$ cat config.mk
export PLATFORM = sky130hd
export DESIGN_NAME = msb_first_bit_packer_flat
export DESIGN_NICKNAME = d
export VERILOG_FILES = /design/src/hdl/mfbp_pkg.sv /design/src/hdl/mfbp_if.sv /design/src/hdl/mfbp_shreg.sv /design/src/hdl/mfbp_byte.sv /design/src/hdl/msb_first_bit_packer.sv /design/src/flat_wrapper.sv
export VERILOG_INCLUDE_DIRS = /design/src /design/src/hdl
export SDC_FILE = /design/constraint.sdc
export NUM_CORES = 1
export LEC_CHECK = 0
export ABC_AREA = 1
export ABC_CLOCK_PERIOD_IN_PS = 4500
export BUFFER_PORTS_ARGS = -buffer_cell sky130_fd_sc_hd__buf_2
export CORE_UTILIZATION = 56
export DETAILED_ROUTE_END_ITERATION = 7
export MAX_ROUTING_LAYER = met4
export PLACE_DENSITY = 0.79
export SYNTH_ARGS = -nofsm -noshare
export SYNTH_HDL_FRONTEND = slang
export SYNTH_HIERARCHICAL = 1
export SYNTH_SLANG_ARGS = --single-unit
$ cat constraint.sdc
create_clock -name clk -period 4.5 [get_ports clk]
set_clock_uncertainty 0.2 [all_clocks]
set_input_delay 0.9 -clock clk [delete_from_list [all_inputs] [get_ports clk]]
set_output_delay 0.9 -clock clk [all_outputs]
set_load 0.05 [all_outputs]
$ cat src/hdl/msb_first_bit_packer_macros.svh
// ----------------------------------------------------------------------------
// msb_first_bit_packer assertion macros
// Shared property shorthands for the bit packer RTL.
// ----------------------------------------------------------------------------
`ifndef MSB_FIRST_BIT_PACKER_MACROS_SVH
`define MSB_FIRST_BIT_PACKER_MACROS_SVH

// Same-cycle implication, disabled while reset is asserted.
`define MFBP_ASSERT_NOW(label, clk, rst_n, ante, cons, msg) \
	label: assert property (@(posedge clk) disable iff (!rst_n) (ante) |-> (cons)) \
		else $error(msg);

// Next-cycle implication, disabled while reset is asserted.
`define MFBP_ASSERT_NEXT(label, clk, rst_n, ante, cons, msg) \
	label: assert property (@(posedge clk) disable iff (!rst_n) (ante) |=> (cons)) \
		else $error(msg);

`endif

$ cat src/hdl/mfbp_pkg.sv
// ----------------------------------------------------------------------------
// mfbp_pkg
// Types and fixed constants of the MSB-first bit packer.
// ----------------------------------------------------------------------------
package mfbp_pkg;

	localparam int BYTE_W     = 8;
	localparam int WIDTH_W    = 7;
	localparam int VALUE_W    = 64;
	localparam int ADDR_OUT_W = 32;
	localparam int CAP_W      = 32;
	localparam int FREE_W     = 4;

	localparam logic              REQ_PUT     = 1'b0;
	localparam logic              REQ_FLUSH   = 1'b1;
	localparam logic              STATUS_OK   = 1'b0;
	localparam logic              STATUS_FULL = 1'b1;
	localparam logic [FREE_W-1:0] FREE_EMPTY  = 4'd8;
	localparam logic [CAP_W-1:0]  CAP_RESET   = 32'hFFFF_FFFF;

	typedef enum logic [1:0] {
		ST_IDLE,
		ST_ALIGN,
		ST_PACK
	} mfbp_state_t;

	// shift register controls
	typedef struct packed {
		logic load;
		logic flush;
		logic align;
		logic consume;
	} mfbp_sr_ctrl_t;

	// byte unit controls
	typedef struct packed {
		logic step;
		logic cfg_we;
	} mfbp_bu_ctrl_t;

	// byte unit outcome of one pack step
	typedef struct packed {
		logic                  complete;
		logic                  full;
		logic                  last;
		logic                  done;
		logic [BYTE_W-1:0]     data;
		logic [ADDR_OUT_W-1:0] addr;
	} mfbp_res_t;

endpackage

$ cat src/hdl/mfbp_if.sv
// ----------------------------------------------------------------------------
// mfbp interfaces
// Valid/ready channels for requests, results and the capacity register.
// ----------------------------------------------------------------------------
interface mfbp_in_if;
	import mfbp_pkg::*;

	logic               valid;
	logic               ready;
	logic               req_type;
	logic [WIDTH_W-1:0] width_bits;
	logic [VALUE_W-1:0] value;

	modport source (output valid, req_type, width_bits, value, input ready);
	modport sink   (input valid, req_type, width_bits, value, output ready);
endinterface

interface mfbp_out_if;
	import mfbp_pkg::*;

	logic                  valid;
	logic                  ready;
	logic                  byte_valid;
	logic [BYTE_W-1:0]     out_byte;
	logic [ADDR_OUT_W-1:0] byte_address;
	logic                  status;
	logic                  last;

	modport source (output valid, byte_valid, out_byte, byte_address, status, last,
		input ready);
	modport sink   (input valid, byte_valid, out_byte, byte_address, status, last,
		output ready);
endinterface

interface mfbp_cfg_if;
	import mfbp_pkg::*;

	logic             valid;
	logic             ready;
	logic [CAP_W-1:0] data;

	modport source (output valid, data, input ready);
	modport sink   (input valid, data, output ready);
endinterface

$ cat src/hdl/mfbp_shreg.sv
// ----------------------------------------------------------------------------
// mfbp_shreg
// Request bit shift register: aligns the bits to the top, then hands them
// out one byte digit at a time.
// ----------------------------------------------------------------------------
module mfbp_shreg #(
	parameter int MAX_WIDTH = 64
) (
	input  logic                                clk,
	input  logic                                arst_n,
	input  mfbp_pkg::mfbp_sr_ctrl_t             ctrl,
	input  logic [mfbp_pkg::WIDTH_W-1:0]        width_bits,
	input  logic [mfbp_pkg::VALUE_W-1:0]        value,
	input  logic [mfbp_pkg::FREE_W-1:0]         free,
	output logic [mfbp_pkg::BYTE_W-1:0]         top_byte,
	output logic [$clog2(MAX_WIDTH+1)-1:0]      remain,
	output logic                                align_done
);
	import mfbp_pkg::*;

	localparam int CNT_W = $clog2(MAX_WIDTH + 1);
	localparam int SH_W  = $clog2(MAX_WIDTH);

	logic [MAX_WIDTH-1:0] val_q;
	logic [CNT_W-1:0]     rem_q;
	logic [SH_W-1:0]      sh_q;
	logic                 sh_big;

	assign sh_big     = CNT_W'(sh_q) >= CNT_W'(BYTE_W);
	assign align_done = !sh_big;
	assign top_byte   = val_q[MAX_WIDTH-1 -: BYTE_W];
	assign remain     = rem_q;

	always_ff @(posedge clk or negedge arst_n) begin
		if (!arst_n) begin
			rem_q <= '0;
			sh_q  <= '0;
		end else if (ctrl.load) begin
			rem_q <= CNT_W'(width_bits);
			sh_q  <= SH_W'(CNT_W'(MAX_WIDTH) - CNT_W'(width_bits));
		end else if (ctrl.flush) begin
			rem_q <= CNT_W'(free);
			sh_q  <= '0;
		end else if (ctrl.align) begin
			if (sh_big) begin
				sh_q <= SH_W'(CNT_W'(sh_q) - CNT_W'(BYTE_W));
			end else begin
				sh_q <= '0;
			end
		end else if (ctrl.consume) begin
			rem_q <= rem_q - CNT_W'(free);
		end
	end

	// payload shift register
	always_ff @(posedge clk) begin
		if (ctrl.load) begin
			val_q <= value[MAX_WIDTH-1:0];
		end else if (ctrl.flush) begin
			val_q <= '0;
		end else if (ctrl.align) begin
			if (sh_big) begin
				val_q <= val_q << BYTE_W;
			end else begin
				val_q <= val_q << sh_q[2:0];
			end
		end else if (ctrl.consume) begin
			val_q <= val_q << free;
		end
	end

endmodule

$ cat src/hdl/mfbp_byte.sv
// ----------------------------------------------------------------------------
// mfbp_byte
// Partial byte, free count, byte address and capacity; forms one result
// per pack step.
// ----------------------------------------------------------------------------
module mfbp_byte #(
	parameter int MAX_WIDTH    = 64,
	parameter int ADDRESS_BITS = 32
) (
	input  logic                                clk,
	input  logic                                arst_n,
	input  mfbp_pkg::mfbp_bu_ctrl_t             ctrl,
	input  logic [mfbp_pkg::CAP_W-1:0]          cfg_data,
	input  logic [mfbp_pkg::BYTE_W-1:0]         top_byte,
	input  logic [$clog2(MAX_WIDTH+1)-1:0]      remain,
	output logic [mfbp_pkg::FREE_W-1:0]         free,
	output mfbp_pkg::mfbp_res_t                 res
);
	import mfbp_pkg::*;

	localparam int CNT_W = $clog2(MAX_WIDTH + 1);
	localparam int CMP_W = (ADDRESS_BITS > CAP_W) ? ADDRESS_BITS : CAP_W;

	logic [BYTE_W-1:0]       partial_q;
	logic [FREE_W-1:0]       free_q;
	logic [ADDRESS_BITS-1:0] pos_q;
	logic [CAP_W-1:0]        cap_q;

	logic [CMP_W-1:0]        cap_ext;
	logic [CMP_W-1:0]        pos_ext;
	logic [FREE_W-1:0]       drop;
	logic [BYTE_W-1:0]       merged;
	logic [BYTE_W-1:0]       resid;
	logic [BYTE_W-1:0]       keep_mask;
	logic [CNT_W-1:0]        rem_after;
	logic                    complete;
	logic                    full;

	assign free      = free_q;
	assign cap_ext   = CMP_W'(cap_q);
	assign pos_ext   = CMP_W'(pos_q);
	assign drop      = FREE_EMPTY - free_q;
	assign merged    = partial_q | (top_byte >> drop);
	assign keep_mask = ~(8'hFF >> remain[2:0]);
	assign resid     = partial_q | ((top_byte & keep_mask) >> drop);
	assign complete  = remain >= CNT_W'(free_q);
	assign full      = complete && (pos_q >= cap_ext[ADDRESS_BITS-1:0]);
	assign rem_after = remain - CNT_W'(free_q);

	always_comb begin
		res.complete = complete;
		res.full     = full;
		res.last     = full || (rem_after < CNT_W'(BYTE_W));
		res.done     = !complete || full;
		res.data     = full ? '0 : merged;
		res.addr     = pos_ext[ADDR_OUT_W-1:0];
	end

	always_ff @(posedge clk or negedge arst_n) begin
		if (!arst_n) begin
			partial_q <= '0;
			free_q    <= FREE_EMPTY;
			pos_q     <= '0;
			cap_q     <= CAP_RESET;
		end else begin
			if (ctrl.cfg_we) begin
				cap_q <= cfg_data;
			end
			if (ctrl.step) begin
				if (complete && full) begin
					// store full: keep merged bits, leave free and address alone
					partial_q <= merged;
				end else if (complete) begin
					partial_q <= '0;
					free_q    <= FREE_EMPTY;
					pos_q     <= pos_q + ADDRESS_BITS'(1);
				end else begin
					partial_q <= resid;
					free_q    <= free_q - FREE_W'(remain);
				end
			end
		end
	end

endmodule

$ cat src/hdl/msb_first_bit_packer.sv
// ----------------------------------------------------------------------------
// msb_first_bit_packer
// MSB-first bit packer: appends request bits to a byte stream and returns
// each completed byte with its address.
// ----------------------------------------------------------------------------
// Usage:
//   item   - requests: put (low width_bits of value) or flush (zero pad).
//   result - one request per completed byte, last marks the final one of an
//            item; a full store gives one request with status full.
//   cfg    - capacity_bytes write, always ready; write only while idle.
// Timing: the accepting cycle, then aligning a put of n bits in the shift
//   register (none for a flush), one pack step per completed byte and one
//   pack step to merge the leftover bits; a full store ends the item at
//   the refused byte. While aligning, one byte digit moves per cycle
//   through the shift register.
// Output: the first byte appears on result in the cycle after its pack step.
// Reset: partial byte cleared, eight free bits, address zero, capacity
//   all ones. Ignored requests (zero or oversize width, flush of an empty
//   byte) are taken and give no result.
// Stall: a single output register holds the result; a pack step that
//   completes a byte waits while it is occupied and not taken, and a new
//   item is taken once the last result sits in that register.
// ----------------------------------------------------------------------------
`include "msb_first_bit_packer_macros.svh"

module msb_first_bit_packer #(
	parameter int MAX_WIDTH    = 64,
	parameter int ADDRESS_BITS = 32
) (
	input  logic       clk,
	input  logic       arst_n,
	mfbp_in_if.sink    item,
	mfbp_out_if.source result,
	mfbp_cfg_if.sink   cfg
);
	import mfbp_pkg::*;

	localparam int CNT_W = $clog2(MAX_WIDTH + 1);

	mfbp_state_t   state_q;
	mfbp_state_t   state_d;
	mfbp_sr_ctrl_t sr_ctrl;
	mfbp_bu_ctrl_t bu_ctrl;
	mfbp_res_t     res;

	logic [BYTE_W-1:0] top_byte;
	logic [CNT_W-1:0]  remain;
	logic [FREE_W-1:0] free;
	logic              align_done;
	logic              out_free;
	logic              item_rdy;
	logic              put_ok;

	logic                  ovalid_q;
	logic                  obv_q;
	logic [BYTE_W-1:0]     obyte_q;
	logic [ADDR_OUT_W-1:0] oaddr_q;
	logic                  ostat_q;
	logic                  olast_q;

	assign out_free = !ovalid_q || result.ready;
	assign put_ok   = (item.width_bits != '0) && (item.width_bits <= WIDTH_W'(MAX_WIDTH));

	assign cfg.ready      = 1'b1;
	assign item.ready     = item_rdy;

	mfbp_shreg #(
		.MAX_WIDTH (MAX_WIDTH)
	) u_shreg (
		.clk        (clk),
		.arst_n     (arst_n),
		.ctrl       (sr_ctrl),
		.width_bits (item.width_bits),
		.value      (item.value),
		.free       (free),
		.top_byte   (top_byte),
		.remain     (remain),
		.align_done (align_done)
	);

	mfbp_byte #(
		.MAX_WIDTH    (MAX_WIDTH),
		.ADDRESS_BITS (ADDRESS_BITS)
	) u_byte (
		.clk      (clk),
		.arst_n   (arst_n),
		.ctrl     (bu_ctrl),
		.cfg_data (cfg.data),
		.top_byte (top_byte),
		.remain   (remain),
		.free     (free),
		.res      (res)
	);

	always_ff @(posedge clk or negedge arst_n) begin
		if (!arst_n) begin
			state_q <= ST_IDLE;
		end else begin
			state_q <= state_d;
		end
	end

	always_comb begin
		state_d        = state_q;
		item_rdy       = 1'b0;
		sr_ctrl        = '0;
		bu_ctrl        = '0;
		bu_ctrl.cfg_we = cfg.valid;
		case (state_q)
			ST_IDLE: begin
				item_rdy = 1'b1;
				if (item.valid) begin
					if (item.req_type == REQ_FLUSH) begin
						if (free != FREE_EMPTY) begin
							sr_ctrl.flush = 1'b1;
							state_d       = ST_PACK;
						end
					end else if (put_ok) begin
						sr_ctrl.load = 1'b1;
						state_d      = ST_ALIGN;
					end
				end
			end
			ST_ALIGN: begin
				sr_ctrl.align = 1'b1;
				if (align_done) begin
					state_d = ST_PACK;
				end
			end
			ST_PACK: begin
				// hold while a completed byte has nowhere to go
				if (!res.complete || out_free) begin
					bu_ctrl.step    = 1'b1;
					sr_ctrl.consume = res.complete && !res.full;
					if (res.done) begin
						state_d = ST_IDLE;
					end
				end
			end
			default: begin
				state_d = ST_IDLE;
			end
		endcase
	end

	always_ff @(posedge clk or negedge arst_n) begin
		if (!arst_n) begin
			ovalid_q <= 1'b0;
		end else if (bu_ctrl.step && res.complete) begin
			ovalid_q <= 1'b1;
		end else if (result.ready) begin
			ovalid_q <= 1'b0;
		end
	end

	always_ff @(posedge clk) begin
		if (bu_ctrl.step && res.complete) begin
			obv_q   <= !res.full;
			obyte_q <= res.data;
			oaddr_q <= res.addr;
			ostat_q <= res.full ? STATUS_FULL : STATUS_OK;
			olast_q <= res.last;
		end
	end

	assign result.valid        = ovalid_q;
	assign result.byte_valid   = obv_q;
	assign result.out_byte     = obyte_q;
	assign result.byte_address = oaddr_q;
	assign result.status       = ostat_q;
	assign result.last         = olast_q;

	`MFBP_ASSERT_NOW(a_valid_xor_full, clk, arst_n, ovalid_q, obv_q != ostat_q,
		"written byte must carry ok status, refused byte full status")
	`MFBP_ASSERT_NEXT(a_full_ends_item, clk, arst_n,
		bu_ctrl.step && res.complete && res.full, state_q == ST_IDLE && olast_q,
		"full status must end the item")
	`MFBP_ASSERT_NOW(a_no_step_on_busy_out, clk, arst_n,
		ovalid_q && !result.ready && state_q == ST_PACK && res.complete,
		!bu_ctrl.step, "pack step taken while the result register is occupied")

endmodule
$ cat src/flat_wrapper.sv
// flat-port wrapper written by rule: the top's interface ports become plain ports
module msb_first_bit_packer_flat import mfbp_pkg::*;
#(
	parameter int MAX_WIDTH    = 64,
	parameter int ADDRESS_BITS = 32
)
  (clk, arst_n, item_valid, item_req_type, item_width_bits, item_value, item_ready, result_valid, result_byte_valid, result_out_byte, result_byte_address, result_status, result_last, result_ready, cfg_valid, cfg_data, cfg_ready);
  mfbp_in_if item_i ();
  mfbp_out_if result_i ();
  mfbp_cfg_if cfg_i ();
  input  logic clk;
  input  logic arst_n;
  input wire logic [$bits(item_i.valid)-1:0] item_valid;
  input wire logic [$bits(item_i.req_type)-1:0] item_req_type;
  input wire logic [$bits(item_i.width_bits)-1:0] item_width_bits;
  input wire logic [$bits(item_i.value)-1:0] item_value;
  output wire logic [$bits(item_i.ready)-1:0] item_ready;
  output wire logic [$bits(result_i.valid)-1:0] result_valid;
  output wire logic [$bits(result_i.byte_valid)-1:0] result_byte_valid;
  output wire logic [$bits(result_i.out_byte)-1:0] result_out_byte;
  output wire logic [$bits(result_i.byte_address)-1:0] result_byte_address;
  output wire logic [$bits(result_i.status)-1:0] result_status;
  output wire logic [$bits(result_i.last)-1:0] result_last;
  input wire logic [$bits(result_i.ready)-1:0] result_ready;
  input wire logic [$bits(cfg_i.valid)-1:0] cfg_valid;
  input wire logic [$bits(cfg_i.data)-1:0] cfg_data;
  output wire logic [$bits(cfg_i.ready)-1:0] cfg_ready;
  assign item_i.valid = item_valid;
  assign item_i.req_type = item_req_type;
  assign item_i.width_bits = item_width_bits;
  assign item_i.value = item_value;
  assign item_ready = item_i.ready;
  assign result_valid = result_i.valid;
  assign result_byte_valid = result_i.byte_valid;
  assign result_out_byte = result_i.out_byte;
  assign result_byte_address = result_i.byte_address;
  assign result_status = result_i.status;
  assign result_last = result_i.last;
  assign result_i.ready = result_ready;
  assign cfg_i.valid = cfg_valid;
  assign cfg_i.data = cfg_data;
  assign cfg_ready = cfg_i.ready;
  msb_first_bit_packer #(.MAX_WIDTH(MAX_WIDTH), .ADDRESS_BITS(ADDRESS_BITS)) u_core (.clk(clk), .arst_n(arst_n), .item(item_i), .result(result_i), .cfg(cfg_i));
endmodule
==> Yosys cells after proc, flatten, opt, wreduce, memory -nomap -nowiden <==
Index checks and enable logic that the tools add are counted.
W data, S select, Z words.
{ "totals": {"output_inout_bits": 46, "elab_cells": 106, "inputBits": 109, "regBits": 199} }
{ "op_classes": {"addsub": 6, "n_shift": 5, "n_eq_ne": 10, "muxes": 39, "bitwise_logic": 5, "reduce_logical": 22, "order_cmp": 5} }
{ "op_table": {"columns": ["operator", "count"], "rows": [
  ["$mux W64", 5],
  ["$shl A64 B3 Y64", 1],
  ["$shl A64 B4 Y64", 1],
  ["$add A32 B1 Y32 const B", 1],
  ["$ge A32 B32 Y1", 1],
  ["$mux W7", 4],
  ["$mux W6", 4],
  ["$mux W2", 9],
  ["$mux W8", 2],
  ["$or A8 B8 Y8", 2],
  ["$shr A8 B4 Y8", 2],
  ["$mux W1", 13],
  ["$and A8 B8 Y8", 1],
  ["$not A8 Y8", 1],
  ["$shr A8 B3 Y8 const A", 1],
  ["$ge A7 B4 Y1", 1],
  ["$le A7 B7 Y1 const B", 1],
  ["$lt A7 B4 Y1 const B", 1],
  ["$reduce_bool A7 Y1", 1],
  ["$sub A7 B4 Y7", 1],
  ["$ge A6 B4 Y1 const B", 1],
  ["$ne A3 B2 Y1 const B", 2],
  ["$pmux W2 S3", 1],
  ["$reduce_and A6 Y1", 1],
  ["other kinds (21)", 34]
]} }

==> Longest topological paths before layout <==
Gate-level depths: netlist of the first run.
{ "logic_depth": {"ltp_word": 10, "depth_mapped": 22, "depth_no_buf": 21} }

==> Hierarchy <==
The synthesis of the first run kept the hierarchy.
{ "modules_own_cells": {"columns": ["mod", "area_each_um2", "cells_each", "instances", "seq_area_each_um2"], "rows": [
  ["mfbp_shreg", 9477.8, 1663, 1, 2247.2],
  ["mfbp_byte", 5679.2, 811, 1, 1943.1],
  ["msb_first_bit_packer", 1604.0, 100, 1, 1366.3]
]} }

==> Worst setup path after synthesis of the first run <==
No wires, ideal clock.
{ "synth_timing": {"kind": "reg-to-reg", "startpoint": "register u_core.u_shreg.rem_q[2], in the netlist u_core/u_shreg/remain[2]", "endpoint": "register u_core.u_shreg.val_q[62] (enable)", "slack_ps": -141, "n_path_buf": 2, "setup_ps": 325, "path_stages_with_launch": 18, "period_less_slack_ps": 4641, "t_arrival_ps": 4116, "t_required_ps": 3975, "cell_sequence": "dfrtp_1 inv_1 ha_1 a21oi_1 o21ai_2 a21oi_4 inv_4 buf_2 buf_4 nand3b_1 nand2_1 inv_2 nand2_2 nor2_2 inv_1 nand2_1 o21ai_0 a41oi_1"} }
{ "synth_rtl": {"columns": ["item", "line_no", "rtl"], "rows": [
  ["start, declared", "mfbp_shreg.sv:25", "logic [CNT_W-1:0] rem_q;"],
  ["start signal, assigned", "mfbp_shreg.sv:39", "rem_q <= CNT_W'(width_bits);"],
  ["start signal, assigned", "mfbp_shreg.sv:42", "rem_q <= CNT_W'(free);"],
  ["start signal, assigned", "mfbp_shreg.sv:51", "rem_q <= rem_q - CNT_W'(free);"],
  ["end signal, assigned", "mfbp_shreg.sv:58", "val_q <= value[MAX_WIDTH-1:0];"],
  ["end signal, assigned", "mfbp_shreg.sv:63", "val_q <= val_q << BYTE_W;"],
  ["end signal, assigned", "mfbp_shreg.sv:65", "val_q <= val_q << sh_q[2:0];"],
  ["end, declared", "mfbp_shreg.sv:24", "logic [MAX_WIDTH-1:0] val_q;"]
]} }

==> out/results.ini, run 1 <==
[outcome]
status=finished, violations left
violations=design-rule violations

[floorplan]
rows=62
ios=155
die_y_um=175
die_width_um=175
dieArea_um2=30600
core_area_um2=29100
initial_core_util=0.576

[hold_path]
holdCritPathClass=reg -> reg

[route]
drt_iter0_markers=2959
drc=1
wire_per_inst_um=18.3
drt_wl_total_um=55300
postRouteAntennaNets=0
vias=18500
post_drt_via_cell_ratio=6.14
dr.pass1.iters=8

[synth]
synth_edf_count=107
synthesis.area_um2=16800
async_reset_ff_frac=0.462
postSynthCellCount=2574
synth_warnings=6
syn_area_per_cell_um2=6.51
synth-seq-cells=199
syn_nets=2732
ys_types=48
yosysSeqAreaShare=0.332
ys_dominant_reg_cell=edfxtp_1

[clock_tree]
clock_sinks=199
cts_buffers=17
postCtsHoldBufs=0
cts_htree_levels=4
insertion_delay_ns=0.46
ctsResizeCount=0
path_clk_slew_ns=0.08
cts_tree=yes
clockBufferDepth=2
root_buffer=clkbuf_16
post_cts.repair.setup_buffers=0

[critical_path]
path_cells=inv_1 -> ha_1 -> a21oi_1 -> nand2_1 -> nand2_1 -> nand3_1 -> a21oi_2 -> nand2_2 -> nand2_1 -> inv_2 -> nor2_2 -> inv_1 -> nand2_2 -> o21ai_0 -> a41oi_1
crit_type=reg -> reg
crit_path_end_kind=flop
crit_path_frequent_cell=nand2_1
critPathMaxStageDelay_ns=0.53
crit_buf_inv=3
worstPathArrival_ns=3.68
worstPathMaxFanout=14
required_ns=4.45
path_delay_family=simple AND/OR/NAND/NOR gates
start_kind=flop
critPathSlowestCell=dfstp_2
rrSetupSlack_ns=0.77

[final_layout]
layout_common_cells=nand2_1, nand3_1, buf_2
nFillCells=2759
final_common_cell=nand2_1
fin_nets=2779
design_area_um2=18000
utilization=0.619
areaGrowthSynthToFinish_pct=7.52
drive_gt1_frac=0.115
final_cells=3021

[sta]
worst_slack_ns=0.766
setup-tns-final_ns=0
finalHoldViolCount=0
fin_crit_ns=3.73
layout_worst_path_cycle_share=0.830
worst_slew_margin_rel=0.230
finalSetupViolations=0
worstMarginPinSlew_ns=1.15
drv_slew=0
rsz0062_at_grt=false
fmax_mhz=268
worst_hold_slack_ns=0.294

[pwr]
combPwrFrac=0.613
p_per_area_nw_per_um2=773
power_mw=13.9
ir_drop_v=0.000386
p_leak_nw=8.56
p_int_mw=6.30
switching_share=0.547
seqPwrFrac=0.273
p_sw_mw=7.62
clkPwrFrac=0.115

[placed_design]
dp_hpwl_um=37500
place_ws_ns=0.796
placedCellCount=2986
portBuffers=153
place_area_um2=17400
place_congestion=1.03

[global_route]
grt_max_degree=74
grt.total_usage=0.372
antenna_found_initial=3
grt_pass1_vias=17000
grt_pass1_wl_um=88400
grt.overflow.total=0

[job]
cap_violations=0

-- cell usage after synthesis (20+ instances only) --
| cell type | number | area [um2] |
|---|---|---|
| nand2_1 | 916 | 3440 |
| o21ai_0 | 95 | 475 |
| buf_2 | 66 | 330 |
| o21ai_1 | 20 | 100 |
| nand4_1 | 48 | 300 |
| nor2_1 | 143 | 537 |
| a21oi_1 | 75 | 375 |
| dfrtp_1 | 59 | 1480 |
| buf_4 | 29 | 218 |
| nand3_1 | 595 | 2980 |
| ha_1 | 47 | 588 |
| clkbuf_1 | 42 | 158 |
| xor2_1 | 23 | 201 |
| edfxtp_1 | 107 | 3210 |
| inv_1 | 144 | 541 |
| dfstp_2 | 33 | 867 |
-- state kept, by name, summed over array words and instances, names as in the netlist, 2 cells and up --
| signal | count |
|---|---|
| u_core/u_shreg/val_q | 64 |
| u_core/result.byte_address | 32 |
| u_core/u_byte/cap_ext | 32 |
| u_core/u_byte/pos_ext | 32 |
| u_core/result.out_byte | 8 |
| u_core/u_byte/partial_q | 8 |
| u_core/u_shreg/remain | 7 |
| u_core/u_shreg/sh_q | 6 |
| u_core/u_byte/free | 4 |
| u_core/state_q | 2 |
-- worst paths after layout --
kind | startpoint | depth (start not counted) | endpoint
max | u_core/u_byte/cap_ext[19] | 15 | u_core/u_shreg/val_q[63]
min | u_core/u_byte/cap_ext[26] | 2 | u_core/u_byte/cap_ext[26]
max in group asynchronous | arst_n | 2 | u_core/u_byte/cap_ext[21]
min in group asynchronous | arst_n | 1 | u_core/u_shreg/sh_q[2]
min reg2reg | u_core/u_byte/cap_ext[26] | 2 | u_core/u_byte/cap_ext[26]
max reg2reg | u_core/u_byte/cap_ext[19] | 15 | u_core/u_shreg/val_q[63]
-- worst register-to-register path: cells and delay by family (launching register included) --
kind / cells / cell delay [ns]
compound gates: 4 / 0.99
flops: 1 / 0.53
fa+ha+maj: 1 / 0.30
buf+inv: 3 / 0.26
simple gates: 7 / 1.15
-- power groups by stage --
stage | registers (mW) | logic, mW | clock network [mW]
4_1_cts | 3.74 | 8.29 | 1.60
3_5_place_dp | 3.77 | 8.24 | 0
6_report | 3.79 | 8.53 | 1.60
3_3_place_gp | 3.77 | 8.10 | 0
5_1_grt | 3.83 | 9.42 | 1.68
2_1_floorplan | 3.85 | 6.11 | 0
-- metal layers --
metal / routed length (um) / track usage / vias to the layer above
met3: 6890 / 0.0698 / 127
li1: - / - / 8733
met1: 23400 / 0.524 / 8419
met5: 0 / - / -
met4: 1490 / 0.115 / 0
met2: 23500 / 0.538 / 1268
-- cells by family after synthesis --
kind of cell / count (synthesis) / synth area share
and+or+nand+nor: 1740 / 0.448
xor gates and xnor gates: 32 / 0.0172
buffers and inverters: 326 / 0.0900
other: 1 / 0.000224
DFF: 199 / 0.332
AOI/OAI and AO/OA: 226 / 0.0746
muxes: 1 / 0.000672
adders and majority gates: 49 / 0.0375
-- layout make-up --
type | count | area [um2] | share of cell area
multi-input cells | 2049 | 9710 | 0.539
flip-flops and latches | 199 | 5560 | 0.309
repair buffers | 187 | 1040 | 0.0575
inverters | 167 | 629 | 0.0349
well taps | 384 | 480 | 0.0267
clock buffers | 21 | 465 | 0.0258
clock inverters | 11 | 130 | 0.00722
diodes | 3 | 7.51 | 0.000417
No activity file was read; power rests on OpenSTA's default activity.
==> inputs of run 2 (changes only) <==
--- a/config.mk
+++ b/config.mk
@@ -7,12 +7,12 @@
 export NUM_CORES = 1
 export LEC_CHECK = 0
 export ABC_AREA = 1
-export ABC_CLOCK_PERIOD_IN_PS = 4500
+export ABC_CLOCK_PERIOD_IN_PS = 3630
 export BUFFER_PORTS_ARGS = -buffer_cell sky130_fd_sc_hd__buf_2
-export CORE_UTILIZATION = 56
+export CORE_UTILIZATION = 61
 export DETAILED_ROUTE_END_ITERATION = 7
 export MAX_ROUTING_LAYER = met4
-export PLACE_DENSITY = 0.79
+export PLACE_DENSITY = 0.82
 export SYNTH_ARGS = -nofsm -noshare
 export SYNTH_HDL_FRONTEND = slang
 export SYNTH_HIERARCHICAL = 1
==> constraint.sdc (replaced) <==
create_clock -name clk -period 3.63 [get_ports clk]
set_clock_uncertainty 0.2 [all_clocks]
set_input_delay 0.726 -clock clk [delete_from_list [all_inputs] [get_ports clk]]
set_output_delay 0.726 -clock clk [all_outputs]
set_load 0.05 [all_outputs]
==> out/results.ini, run 2 (synthesis gave the netlist of run 1 again) <==
[floorplan]
core_area_um2=27000  ; -7.4%
dieArea_um2=28100  ; -8.1%
die_width_um=168  ; -4.1%
rows=60  ; -3.2%
ios=155  ; unchanged
initial_core_util=0.622  ; +0.0457
die_y_um=168  ; -4.1%

[final_layout]
final_common_cell=nand2_1
multi_input_area_um2=9740  ; +0.35%
largest_register=u_core/u_shreg/val_q
nFillCells=2439  ; -12%
seq_area_um2=5560  ; unchanged
layout_common_cells=nand2_1, nand3_1, buf_2
fin_nets=2800  ; +0.76%
areaGrowthSynthToFinish_pct=8.75
design_area_um2=18200  ; +1.1%
largest_reg_flops=64  ; unchanged
antenna_cells=0  ; -3
drive_gt1_frac=0.123  ; +0.00813

[route]
dr.pass1.iters=6  ; -2
wire_per_inst_um=18.7  ; +2.3%
drt_iter0_markers=2291  ; -23%
drc=0  ; -1
vias=18800  ; +1.3%
postRouteAntennaNets=0  ; unchanged
drt_wl_total_um=56100  ; +1.5%
post_drt_via_cell_ratio=6.27  ; +2.1%

[hold_path]
holdCritPathClass=in -> async

[pwr]
power_mw=17.5  ; +26%
ir_drop_v=0.000976  ; +150%
p_per_area_nw_per_um2=960  ; +24%
p_leak_nw=8.69  ; +1.5%

[clock_tree]
cts_htree_levels=4  ; unchanged
post_cts.repair.setup_buffers=0  ; unchanged
path_clk_slew_ns=0.09  ; about the same
clockBufferDepth=2  ; unchanged
insertion_delay_ns=0.46  ; about the same
cts_tree=yes
cts_buffers=17  ; unchanged
root_buffer=clkbuf_16
clock_sinks=199  ; unchanged

[global_route]
grt_pass1_vias=17400  ; +2.4%
grt.total_usage=0.406  ; +0.0343
antenna_found_initial=0  ; -3
grt_max_degree=80  ; +8.1%
grt_pass1_wl_um=88300  ; about the same
grt.overflow.total=0  ; unchanged

[critical_path]
crit_path_end_kind=flop
rrSetupSlack_ns=0.18  ; -0.59 ns
crit_path_frequent_cell=nand2_1
crit_type=reg -> reg
rr_startpoint=u_core/u_byte/cap_ext[3]
r2r-end=u_core/u_shreg/val_q[62]
path_delay_family=simple AND/OR/NAND/NOR gates
worstPathMaxFanout=25  ; +11
crit_buf_inv=4  ; +1
path_cells=inv_1 -> ha_1 -> nand2_1 -> inv_1 -> nand2_1 -> nand2_1 -> nand2_1 -> nand2_1 -> nand2_1 -> nand2_1 -> nand2_1 -> nand2_2 -> nand2_1 -> inv_2 -> nor2_2 -> inv_1 -> nand2_8 -> o21ai_0 -> a41oi_2
required_ns=3.59  ; -0.86 ns
start_kind=flop
worstPathArrival_ns=3.41  ; -0.27 ns
critPathSlowestCell=dfstp_2
reg2regPathDepth=19  ; +4
critPathMaxStageDelay_ns=0.52  ; about the same

[sta]
rsz0062_at_grt=false
worstMarginPinSlew_ns=0.972  ; -0.183 ns
worst_slack_ns=0.176  ; -0.589 ns
worst_slew_margin_rel=0.351  ; +0.121
fin_crit_ns=3.45  ; -0.281 ns
layout_worst_path_cycle_share=0.951  ; +0.122
finalSetupViolations=0  ; unchanged
drv_slew=0  ; unchanged
fmax_mhz=290  ; +8.1%
worst_hold_slack_ns=0.107  ; -0.186 ns
finalHoldViolCount=0  ; unchanged
setup-tns-final_ns=0  ; unchanged

[job]
cap_violations=0  ; unchanged

[placed_design]
place_congestion=0.960  ; -7.2%
portBuffers=153  ; unchanged
dp_hpwl_um=38800  ; +3.6%
place_area_um2=17600  ; +0.99%
place_ws_ns=0.221  ; -0.576 ns

[outcome]
status=completed

-- run 2: cell types whose count changed in the layout (fill, tap and decap cells not counted), moves of 2 or more --
| cell | delta |
|---|---|
| buf_12 | +5 |
| buf_4 | +14 |
| clkinvlp_4 | +2 |
| clkinv_8 | +3 |
| inv_6 | +2 |
| diode_2 | -3 |
| clkinv_4 | -2 |
-- run 2: area by class of cell --
type	instances	area share
Inverter	167	0.0347
Tap cell	341	0.0234
Multi-Input combinational cell	2050	0.535
Clock buffer	18	0.0235
Sequential cell	199	0.305
Timing Repair Buffer	207	0.0687
Clock inverter	14	0.00988
-- run 2: metal layers --
layer,track usage,vias up,share of wire
met5,-,-,0
met4,0.192,0,0.042
met3,0.0529,214,0.099
met2,0.659,1210,0.47
met1,0.504,8604,0.39
li1,-,8755,-
-- run 2: per-stage QoR --
step | utilization | std cells
after floorplan | - | 2574
after global placement | 0.653 | 2963
after detailed placement | 0.653 | 2963
after CTS | 0.675 | 2995
after global routing | 0.676 | 2996
final | 0.676 | 2996
-- run 2: how the worst max path moves through the flow --
stage | startpoint | end | cells after the start
2_1_floorplan | u_core/u_shreg/remain[2] | u_core/result.byte_address[0] | 13
3_3_place_gp | item_req_type | u_core/u_shreg/val_q[2] | 11
3_5_place_dp | u_core/u_shreg/remain[2] | u_core/u_byte/pos_ext[26] | 13
4_1_cts | u_core/u_shreg/remain[2] | u_core/u_byte/pos_ext[11] | 13
5_1_grt | u_core/u_shreg/remain[2] | u_core/u_byte/pos_ext[28] | 13
6_report | u_core/u_byte/cap_ext[3] | u_core/u_shreg/val_q[62] | 19
-- run 2: what timing repair did --
item,in CTS,in global routing
gates resized for setup,0,3
endpoints found under the hold margin,0,0
setup endpoints to repair,0,35
hold buffers,0,0
-- run 2: power breakdown --
part	switching [mW]	leakage, nW	internal [mW]	total [mW]
Combinational	7.63	6.26	3.23	10.9
Sequential	0.961	2.14	3.67	4.63
Clock	1.02	0.293	0.996	2.02
==> inputs of run 3 (changes only) <==
--- a/config.mk
+++ b/config.mk
@@ -9,10 +9,10 @@
 export ABC_AREA = 1
 export ABC_CLOCK_PERIOD_IN_PS = 3630
 export BUFFER_PORTS_ARGS = -buffer_cell sky130_fd_sc_hd__buf_2
-export CORE_UTILIZATION = 61
+export CORE_UTILIZATION = 43
 export DETAILED_ROUTE_END_ITERATION = 7
 export MAX_ROUTING_LAYER = met4
-export PLACE_DENSITY = 0.82
+export PLACE_DENSITY_LB_ADDON = 0.2
 export SYNTH_ARGS = -nofsm -noshare
 export SYNTH_HDL_FRONTEND = slang
 export SYNTH_HIERARCHICAL = 1
==> out/results.ini, run 3 (synthesis gave the netlist of run 1 again) <==
[outcome]
status=completed

[sta]
finalSetupViolations=0  ; unchanged
finalHoldViolCount=0  ; unchanged
layout_worst_path_cycle_share=0.915  ; -0.0361
setup-tns-final_ns=0  ; unchanged
worstMarginPinSlew_ns=0.887  ; -0.0848 ns
rsz0062_at_grt=false
worst_slew_margin_rel=0.403  ; +0.0520
worst_hold_slack_ns=0.267  ; +0.160 ns
fmax_mhz=301  ; +3.9%
drv_slew=0  ; unchanged
fin_crit_ns=3.32  ; -0.131 ns

[route]
drt_iter0_markers=2409  ; +5.2%
vias=18300  ; -2.7%
post_drt_via_cell_ratio=5.77  ; -8.0%
dr.pass1.iters=6  ; unchanged
wire_per_inst_um=18.2  ; -2.9%
drc=0  ; unchanged
postRouteAntennaNets=0  ; unchanged
drt_wl_total_um=57600  ; +2.6%

[global_route]
antenna_found_initial=0  ; unchanged
grt_pass1_vias=16400  ; -5.5%
grt.overflow.total=0  ; unchanged
grt.total_usage=0.300  ; -0.107
grt_pass1_wl_um=90800  ; +2.8%
grt_max_degree=81  ; +1.3%

[final_layout]
seq_area_um2=5560  ; unchanged
layout_common_cells=nand2_1, nand3_1, buf_2
final_common_cell=nand2_1
largest_register=u_core/u_shreg/val_q
fin_nets=2802  ; +0.071%
utilization=0.485  ; -0.192
drive_gt1_frac=0.122  ; -0.000845
multi_input_area_um2=9720  ; -0.21%
largest_reg_flops=64  ; unchanged
nFillCells=4006  ; +64%
areaGrowthSynthToFinish_pct=9.91
antenna_cells=0  ; unchanged
design_area_um2=18400  ; +1.1%

[placed_design]
portBuffers=153  ; unchanged
place_congestion=0.929  ; -3.2%
dp_hpwl_um=40200  ; +3.5%
place_area_um2=17800  ; +1.4%

[pwr]
p_leak_nw=8.69  ; about the same
p_per_area_nw_per_um2=949  ; -1.2%
seqPwrFrac=0.266  ; about the same
power_mw=17.5  ; -0.17%
clkPwrFrac=0.110  ; -0.005
combPwrFrac=0.624  ; +0.004
switching_share=0.551  ; +0.00190
ir_drop_v=0.000475  ; -51%
p_int_mw=7.85  ; -0.59%
p_sw_mw=9.62  ; +0.18%

[clock_tree]
clockBufferDepth=2  ; unchanged
root_buffer=clkbuf_16
post_cts.repair.setup_buffers=0  ; unchanged
path_clk_slew_ns=0.08  ; about the same
cts_buffers=17  ; unchanged
cts_tree=yes
clock_sinks=199  ; unchanged
insertion_delay_ns=0.47  ; about the same
ctsResizeCount=0  ; unchanged
cts_htree_levels=4  ; unchanged

[critical_path]
critPathSlowestCell=dfstp_2
start_kind=flop
worstPathArrival_ns=3.27  ; -0.14 ns
critPathMaxStageDelay_ns=0.52  ; about the same
worstPathMaxFanout=19  ; -24%
reg2regPathDepth=15  ; -4
rrSetupSlack_ns=0.31  ; +0.13 ns
required_ns=3.57  ; -0.02 ns
path_cells=inv_1 -> ha_1 -> a21oi_1 -> nor2_1 -> nor2_1 -> nand3_1 -> a21oi_2 -> nand2_2 -> nand2_1 -> inv_2 -> nor2_2 -> inv_1 -> nand2_8 -> o21ai_0 -> a41oi_1
crit_type=reg -> reg
crit_path_end_kind=flop

[floorplan]
ios=155  ; unchanged
die_width_um=199  ; +19%
die_y_um=199  ; +19%
core_area_um2=38000  ; +41%
initial_core_util=0.441  ; -0.181
rows=71  ; +18%
dieArea_um2=39800  ; +41%

[hold_path]
holdCritPathClass=in -> reg
holdPathStages=3

[job]
cap_violations=0  ; unchanged

## run 3: power groups by stage
stage,logic [mW],clock network (mW),registers [mW]
2_1_floorplan,7.60,0,4.76
3_3_place_gp,10.6,0,4.67
3_5_place_dp,10.6,0,4.65
4_1_cts,10.7,1.97,4.61
5_1_grt,12.1,2.05,4.72
6_report,10.9,1.93,4.65
## run 3: area by class of cell
| type | instances | area share |
|---|---|---|
| inverters | 167 | 0.0342 |
| well taps | 511 | 0.0347 |
| flip-flops and latches | 199 | 0.302 |
| multi-input cells | 2049 | 0.528 |
| repair buffers | 210 | 0.0698 |
| clock buffers | 17 | 0.0231 |
| clock inverters | 15 | 0.00842 |
## run 3: path summary, 6_finish.rpt
kind,from,end
max,u_core/u_byte/cap_ext[21],u_core/u_shreg/val_q[62]
min,cfg_data[15],u_core/u_byte/cap_ext[15]
max reg2reg,u_core/u_byte/cap_ext[21],u_core/u_shreg/val_q[62]
min reg2reg,u_core/u_byte/cap_ext[20],u_core/u_byte/cap_ext[20]
max in group asynchronous,arst_n,u_core/u_byte/cap_ext[17]
min in group asynchronous,arst_n,u_core/u_shreg/remain[6]
## run 3: per-stage QoR
stage          cells  setup WS [ns]
2_1_floorplan   2574         0.0539
3_3_place_gp    3135          0.392
3_5_place_dp    3135          0.323
4_1_cts         3168          0.319
5_1_grt         3168         0.0472
6_report        3168          0.307
## run 3: worst max-delay path, delay by kind of cell, from the launching register on
kind	cells	cell delay, ns
AOI/OAI and AO/OA	4	0.89
and+or+nand+nor	7	0.84
DFF	1	0.52
adders and majority gates	1	0.29
buffers and inverters	3	0.23
## run 3: timing repair
item	CTS	global route
hold buffers	1	0
endpoints found under the setup margin	0	0
endpoints found under the hold margin	22	0
## run 3: per-layer routing
layer | share of wire | global-route usage
met1 | 0.46 | 0.432
met2 | 0.43 | 0.435
met3 | 0.093 | 0.0489
met4 | 0.020 | 0.0735
met5 | 0 | -
